File: src/design/assert_macros.svh
// Assertion macros shared by the design files.
`ifndef ASSERT_MACROS_SVH
`define ASSERT_MACROS_SVH

// Clocked assertion that is switched off while reset is asserted.
`define DCM_ASSERT(lbl, clk, rstn, prop) \
    lbl: assert property (@(posedge clk) disable iff (!rstn) (prop)) \
        else $error("dcm assertion failed");

// Clocked assertion that is also checked during reset.
`define DCM_ASSERT_ALWAYS(lbl, clk, prop) \
    lbl: assert property (@(posedge clk) (prop)) \
        else $error("dcm assertion failed");

`endif

File: src/design/dcm_pkg.sv
package dcm_pkg;

    // Field widths of the input and result words.
    localparam int unsigned ValueWidth = 8;
    localparam int unsigned IndexWidth = 16;
    localparam int unsigned SumWidth   = 16;
    localparam int unsigned ShiftWidth = 5;

    // Control for one step of the multiply-accumulate stage.
    typedef struct packed {
        logic fire;    // a word leaves the input register this cycle
        logic col_ok;  // column >= disparity for this word
        logic last;    // final channel of the pixel
    } dcm_step_t;

endpackage

File: src/design/dcm_mac.sv
`include "assert_macros.svh"

module dcm_mac (
    input  logic                                  aclk,
    input  logic                                  aresetn,
    input  dcm_pkg::dcm_step_t                    step,
    input  logic signed [dcm_pkg::ValueWidth-1:0] left_value,
    input  logic signed [dcm_pkg::ValueWidth-1:0] right_value,
    input  logic        [dcm_pkg::ShiftWidth-1:0] shift_amount,
    output logic signed [dcm_pkg::ValueWidth-1:0] pixel_value
);
    import dcm_pkg::*;

    logic        [SumWidth-1:0] sum_reg;
    logic        [SumWidth-1:0] sum_next;
    logic signed [SumWidth-1:0] product;
    logic        [SumWidth-1:0] sum_add;
    logic signed [SumWidth-1:0] sum_shifted;

    // Signed 8x8 product, accumulated modulo 2^16.
    assign product     = left_value * right_value;
    assign sum_add     = sum_reg + product;
    assign sum_shifted = $signed(sum_add) >>> shift_amount;

    // The pixel is zero when the last word has column below disparity.
    assign pixel_value = step.col_ok ? sum_shifted[ValueWidth-1:0] : '0;

    // Accumulate valid columns and clear at the end of each pixel.
    always_comb begin
        sum_next = sum_reg;
        if (step.fire) begin
            if (step.last) begin
                sum_next = '0;
            end else if (step.col_ok) begin
                sum_next = sum_add;
            end
        end
    end

    always_ff @(posedge aclk) begin
        if (!aresetn) begin
            sum_reg <= '0;
        end else begin
            sum_reg <= sum_next;
        end
    end

    // A pixel's last word always leaves the accumulator cleared.
    `DCM_ASSERT(a_sum_cleared, aclk, aresetn, step.fire && step.last |=> sum_reg == '0)
    // Non-last words with column below disparity never change the sum.
    `DCM_ASSERT(a_skip_holds, aclk, aresetn,
        step.fire && !step.last && !step.col_ok |=> $stable(sum_reg))
    // Non-last words with a valid column fold their product into the sum.
    `DCM_ASSERT(a_sum_adds, aclk, aresetn,
        step.fire && !step.last && step.col_ok |=> sum_reg == $past(sum_add))

endmodule

File: src/design/disparity_correlation_mac_core.sv
// A pixel's last word waits in the input register until the result register is free or being taken.
// Throughput: one word per cycle unless a pixel waits for m_ready; a single 8x8 MAC sets the rate.
// While a finished pixel waits for m_ready, the input register fills if empty and then stalls.
// Reset (aresetn, synchronous, active low) empties both registers, clears the
// running sum and sets the shift amount to zero.
`include "assert_macros.svh"

module disparity_correlation_mac_core (
    input  logic                                  aclk,
    input  logic                                  aresetn,
    input  logic                                  cfg_wr_en,
    input  logic        [dcm_pkg::ShiftWidth-1:0] cfg_wr_data,
    input  logic                                  s_valid,
    output logic                                  s_ready,
    input  logic signed [dcm_pkg::ValueWidth-1:0] s_left_value,
    input  logic signed [dcm_pkg::ValueWidth-1:0] s_right_value,
    input  logic        [dcm_pkg::IndexWidth-1:0] s_column,
    input  logic        [dcm_pkg::IndexWidth-1:0] s_disparity,
    input  logic                                  s_last_channel,
    output logic                                  m_valid,
    input  logic                                  m_ready,
    output logic signed [dcm_pkg::ValueWidth-1:0] m_pixel_value
);
    import dcm_pkg::*;

    logic [ShiftWidth-1:0]        shift_reg;
    logic                         in_valid_reg;
    logic signed [ValueWidth-1:0] in_left_reg;
    logic signed [ValueWidth-1:0] in_right_reg;
    logic                         in_col_ok_reg;
    logic                         in_last_reg;
    logic                         m_valid_reg;
    logic signed [ValueWidth-1:0] m_pixel_reg;
    logic                         advance;
    dcm_step_t                    step;
    logic signed [ValueWidth-1:0] pixel_next;

    // The pipeline moves whenever the result register is free or being taken.
    assign advance = !m_valid_reg || m_ready;
    assign s_ready = !in_valid_reg || advance;

    assign step.fire   = in_valid_reg && advance;
    assign step.col_ok = in_col_ok_reg;
    assign step.last   = in_last_reg;

    // Shift amount register.
    always_ff @(posedge aclk) begin
        if (!aresetn) begin
            shift_reg <= '0;
        end else if (cfg_wr_en) begin
            shift_reg <= cfg_wr_data;
        end
    end

    // Input register; the column check is done here to keep the next stage short.
    always_ff @(posedge aclk) begin
        if (!aresetn) begin
            in_valid_reg <= 1'b0;
        end else if (s_ready) begin
            in_valid_reg <= s_valid;
        end
        if (s_valid && s_ready) begin
            in_left_reg   <= s_left_value;
            in_right_reg  <= s_right_value;
            in_col_ok_reg <= s_column >= s_disparity;
            in_last_reg   <= s_last_channel;
        end
    end

    dcm_mac u_mac (
        .aclk         (aclk),
        .aresetn      (aresetn),
        .step         (step),
        .left_value   (in_left_reg),
        .right_value  (in_right_reg),
        .shift_amount (shift_reg),
        .pixel_value  (pixel_next)
    );

    // Result register, loaded on the last word of a pixel.
    always_ff @(posedge aclk) begin
        if (!aresetn) begin
            m_valid_reg <= 1'b0;
        end else if (step.fire && step.last) begin
            m_valid_reg <= 1'b1;
        end else if (m_ready) begin
            m_valid_reg <= 1'b0;
        end
        if (step.fire && step.last) begin
            m_pixel_reg <= pixel_next;
        end
    end

    assign m_valid       = m_valid_reg;
    assign m_pixel_value = m_pixel_reg;

    // Reset empties the result register.
    `DCM_ASSERT_ALWAYS(a_reset_empty, aclk, !aresetn |=> !m_valid_reg)
    // A new pixel appears only after a last word left the input register.
    `DCM_ASSERT(a_result_from_last, aclk, aresetn,
        $rose(m_valid_reg) |-> $past(in_valid_reg && in_last_reg))
    // A waiting pixel is never overwritten before it is taken.
    `DCM_ASSERT(a_result_held, aclk, aresetn,
        m_valid_reg && !m_ready |=> m_valid_reg && $stable(m_pixel_reg))
    // An empty result register never blocks the input side.
    `DCM_ASSERT(a_ready_when_free, aclk, aresetn, !m_valid_reg |-> s_ready)

endmodule
File: config.mk
export PLATFORM = sky130hd
export DESIGN_NAME = disparity_correlation_mac_core
export DESIGN_NICKNAME = d
export VERILOG_FILES = /design/src/design/dcm_pkg.sv /design/src/design/dcm_mac.sv /design/src/design/disparity_correlation_mac_core.sv
export VERILOG_INCLUDE_DIRS = /design/src /design/src/design
export SDC_FILE = /design/constraint.sdc
export NUM_CORES = 1
export LEC_CHECK = 0
export ABC_AREA = 1
export BUFFER_PORTS_ARGS = -buffer_cell sky130_fd_sc_hd__buf_2
export CORE_UTILIZATION = 51
export CTS_BUF_LIST = sky130_fd_sc_hd__clkbuf_4
export CTS_CLUSTER_SIZE = 10
export DETAILED_ROUTE_END_ITERATION = 7
export PLACE_DENSITY = 0.71
export SLEW_MARGIN = 10
export SYNTH_ARGS = -nofsm -noshare
export SYNTH_HDL_FRONTEND = slang
export SYNTH_SLANG_ARGS = --single-unit
File: constraint.sdc
create_clock -name aclk -period 9.65 [get_ports aclk]
set_input_delay 0.4825 -clock aclk [delete_from_list [all_inputs] [get_ports aclk]]
set_output_delay 0.4825 -clock aclk [all_outputs]
set_load 0.05 [all_outputs]
Word level (Yosys, flattened, before mapping)
Index checks and enable logic that the tools add are counted.
Widths: inputs -> output; s select.
Storage, ports and cells
  input bits: 59
  output and inout bits: 10
  logic and storage cells: 27
  flip-flop bits (word level): 49
Cells by class
  reduce and logical (&&, ||, !) cells: 10
  add/subtract/negate cells: 1
  multiply operators: 1
  shifts and indexed selects: 1
  magnitude comparators: 1
  muxes and demuxes: 4
Operators with widths (number)
  $mux 16: 2
  $add 16x16->16: 1
  $ge 16x16->1: 1
  $mul 8x8->16: 1
  $sshr 16x5->8: 1
  $reduce_bool 2->1: 2
  $logic_and 1x1->1: 3
  $logic_not 1->1: 2
  $logic_or 1x1->1: 2
  $mux 1: 2
  $reduce_and 2->1: 1

Longest topological paths before layout
  depth in word-level cells: 5
  depth in mapped cells: 27
  gate-level depth less buffers: 27

Cells and area by module
A second synthesis with hierarchy kept.
Second synthesis, totals
  cell total of the unflattened synthesis: 776
  area total of the unflattened synthesis: 5933.2 um2
Modules (own cells, without submodules)
  dcm_mac: cells an instance 646, seq. area each 320.3 um2, times used 1, area an instance 4475.5 um2
  disparity_correlation_mac_core: cells an instance 130, seq. area each 920.9 um2, times used 1, area an instance 1457.6 um2

Worst setup path before layout
No wires, ideal clock.
  kind: register to register
  start point: register in_right_reg[0]
  end point: register m_pixel_reg[5] (netlist: m_pixel_value[5]) (data pin)
  stages on the path, launching flop included: 24
  data required time: 9.389 ns
  setup slack: 4.615 ns
  data arrival time: 4.774 ns
  buffers on the path: 1
  library setup time: 0.261 ns
  clock period less this slack: 5.035 ns
  path through: edfxtp_1 -> clkbuf_1 -> nand2_1 -> inv_1 -> fa_1 -> inv_1 -> fa_1 -> fa_1 -> fa_1 -> inv_1 -> fa_1 -> ha_1 -> a21oi_2 -> or2_4 -> nand2_2 -> nand2_2 -> nand4_1 -> nand3_1 -> nand3_1 -> nand2_1 -> nand2_1 -> nand2_1 -> a21oi_1 -> nor2_1
Between the ends
  cells in the longest elaborated chain, start to end: 3
Ends and longest elaborated chain
  from (decl): line disparity_correlation_mac_core.sv:29  | logic signed [ValueWidth-1:0] in_right_reg;
  from (signal assigned): line disparity_correlation_mac_core.sv:64  | in_right_reg <= s_right_value;
  $mul 8x8->16: line dcm_mac.sv:21  | assign product = left_value * right_value;
  $add 16x16->16: line dcm_mac.sv:22  | assign sum_add = sum_reg + product;
  $sshr 16x5->8: line dcm_mac.sv:23  | assign sum_shifted = $signed(sum_add) >>> shift_amount;
  to (signal assigned): line disparity_correlation_mac_core.sv:90  | m_pixel_reg <= pixel_next;
  to (decl): line disparity_correlation_mac_core.sv:33  | logic signed [ValueWidth-1:0] m_pixel_reg;
Every way passes these cells.
A chain may end at the register's enable or synchronous reset.

Worst setup path after layout
  start point: register in_left_reg[0]
  end point: register m_pixel_reg[5] (netlist: m_pixel_value[5]) (data pin)
Between the ends
  cells in the longest elaborated chain, start to end: 3
Ends and longest elaborated chain
  from (decl): line disparity_correlation_mac_core.sv:28  | logic signed [ValueWidth-1:0] in_left_reg;
  from (signal assigned): line disparity_correlation_mac_core.sv:63  | in_left_reg <= s_left_value;
  $mul 8x8->16: line dcm_mac.sv:21
  $add 16x16->16: line dcm_mac.sv:22
  $sshr 16x5->8: line dcm_mac.sv:23
Every way passes these cells.

==> impl_metrics.json <==
{
  "cts.repair.resized": 0,
  "wl_per_cell_um": 13.9,
  "clk_path_buf_depth": 2,
  "vias": 4940,
  "reg2regPathDepth": 21,
  "maxCapViolCount": 0,
  "synth_seq_cells": 49,
  "clk_latency_ns": 0.41,
  "fin_setup_tns_ns": 0,
  "worstHoldStart": "s_right_value[4]",
  "hold_depth": 1,
  "hold_viol": 0,
  "root_buffer": "clkbuf_4",
  "drv_slew": 0,
  "fin_skew_ns": 0.0234,
  "routed_wl_mm": 13.3,
  "grt_max_degree": 20,
  "drt_iter0_drc": 315,
  "syn-cell-area_sq_mm": 0.00598,
  "final_cell_mix": "nand2_1, inv_1, fa_1, buf_2, ha_1",
  "portBuffers": 68,
  "num_io_pins": 69,
  "start_kind": "flip-flop",
  "post-dp-hpwl_mm": 11.1,
  "worstMarginPinSlew_ns": 0.806,
  "r2r_start": "in_left_reg[0]",
  "clk_pin_slew_worst_paths_ns": 0.16,
  "yosys_warnings": 0,
  "fp-row-count": 39,
  "area_growth_pct": 7.74,
  "htreeDepth": 2,
  "cp-end-kind": "flip-flop",
  "drt-pass1-iter-count": 4,
  "tritoncts": "done",
  "syn_avg_cell_area_sq_um": 7.86,
  "cts_made_buffers": 5,
  "critical_path_class": "reg -> reg",
  "diodes": 0,
  "setup_violations": 0,
  "placed_area_sq_mm": 0.00638,
  "largest_reg_flops": 16,
  "layout_commonest_cell": "nand2_1",
  "critPathArrivalTime_ns": 5.57,
  "timing.slew.headroom_pct": 46.1,
  "cts_setup_buffers": 0,
  "power_density_mw_per_mm2": 310,
  "coreArea_sq_mm": 0.0114,
  "finalCritPeriodShare_pct": 56.1,
  "period_minus_slack_ns": 5.41,
  "fp.dieArea_sq_mm": 0.0122,
  "grt_pass1_wl_mm": 23.5,
  "rrSetupSlack_ns": 4.24,
  "synth_nets": 944,
  "routed_via_density": 5.16,
  "status": "completed",
  "drc": 0,
  "ant_nets": 0,
  "syn_inst": 761,
  "ctsHoldBuffers": 0,
  "ys_seq_area_share_pct": 20.7,
  "place_congestion": 0.880,
  "rr_endpoint": "m_pixel_value[5]",
  "nets": 996,
  "cp_data_required_time_ns": 9.81,
  "max_freq_mhz": 185,
  "antenna_found_initial": 0,
  "rsz0062_at_grt": "false",
  "hold_class": "in -> reg",
  "track_usage_pct": 25.0,
  "grt_overflow": 0,
  "synth.distinct_cells": 46,
  "power_uw": 1990,
  "drive_gt1_share_pct": 13.8,
  "grt_pass1_vias": 5291,
  "cellLeakagePower_uw": 0.00338,
  "cts.sinks": 49,
  "die_w_um": 110,
  "initial_core_util_pct": 52.4,
  "die_h_um": 110,
  "stdcell_area_sq_mm": 0.00644,
  "cp_max_fo": 8,
  "min_to": "in_right_reg[4]",
  "irDropWorstVdd_uv": 183
}
-- cell usage after synthesis, drive strengths merged --
master	instances	area share [%]
nor2	24	1.6
xor2	4	0.84
ha	53	11
buf	5	0.71
xnor2	2	0.29
o21a	1	0.13
nand2	217	14
a211oi	2	0.25
clkinv	2	0.13
o221ai	1	0.15
o211ai	2	0.33
dfxtp	23	7.7
fa	71	24
a21oi	43	4.0
or2	10	1.1
nand4	5	0.52
o2111ai	1	0.15
nor3	4	0.42
inv	157	9.9
nand3b	1	0.13
o21ai	21	1.8
o21bai	1	0.13
o311ai	1	0.15
edfxtp	26	13
a31oi	5	0.52
mux2i	1	0.17
clkbuf	20	1.5
nand3	58	5.5
-- report_power, final --
group	internal (uW)	switching (uW)	total [uW]
combinational	588	1030	1620
sequential	242	21.9	264
clock	34.5	73.3	108
total	865	1130	1990
-- cell families (layout without fill, tap and decap cells) --
family | count (synthesis) | count (layout) | synth area share, %
muxes | 1 | 1 | 0.167
buffers and inverters | 184 | 237 | 12.2
adders and majority gates | 124 | 124 | 34.8
xor gates and xnor gates | 6 | 6 | 1.13
DFF | 49 | 49 | 20.7
and+or+nand+nor | 319 | 319 | 23.3
AOI/OAI and AO/OA | 78 | 78 | 7.59
-- critical path, stage by stage (launching register included) --
cell and delay [ns]:
edfxtp_1 0.56, or2_2 0.36, fa_1 0.50, fa_1 0.46
fa_1 0.55, fa_1 0.57, inv_1 0.06, fa_1 0.48
ha_1 0.47, nand2_1 0.10, nor2_1 0.16, nand2_1 0.10
nand4_1 0.12, nand2_1 0.09, nand2_1 0.08, nand2_1 0.07
nand2_1 0.08, nand3_1 0.08, nand3_1 0.09, nand2_1 0.05
a21oi_1 0.11, nor2_1 0.05
-- worst max path at each step --
stage | slack, ns | end | depth (start not counted) | start
floorplan | 4.61 | m_pixel_value[5] | 23 | in_right_reg[0]
global placement | 4.36 | m_pixel_value[5] | 20 | in_left_reg[0]
detailed placement | 4.32 | m_pixel_value[0] | 22 | in_right_reg[0]
CTS | 4.25 | m_pixel_value[5] | 23 | in_right_reg[0]
global route | 3.77 | m_pixel_value[5] | 24 | in_left_reg[7]
finish | 4.24 | m_pixel_value[5] | 21 | in_left_reg[0]
-- stage by stage --
stage | setup slack [ns] | utilization (%) | hold slack [ns] | cells
after floorplan | 4.61 | - | 0.441 | 761
final | 4.24 | 56.4 | 0.226 | 957
after CTS | 4.25 | 56.4 | 0.212 | 957
after detailed placement | 4.32 | 55.9 | 0.464 | 949
after global placement | 4.36 | 55.9 | 0.453 | 949
after global routing | 3.77 | 56.4 | 0.210 | 957
-- area by class of cell --
type                       count  area, sq um
multi-input combinational    528         4010
clock buffer                   7         52.6
clock inverter                 1         7.51
fill                        1071         4970
inverter                     159          597
timing repair buffer          70          355
tap                          143          179
sequential                    49         1240
-- layer usage --
metal | global-route usage [%] | vias to the layer above | routed length, um
li1 | - | 2458 | -
met1 | 30.4 | 2303 | 5780
met2 | 45.3 | 157 | 6590
met3 | 3.70 | 22 | 695
met4 | 7.61 | 0 | 229
met5 | 0 | - | 0
Power figures use the tool's default switching activity.
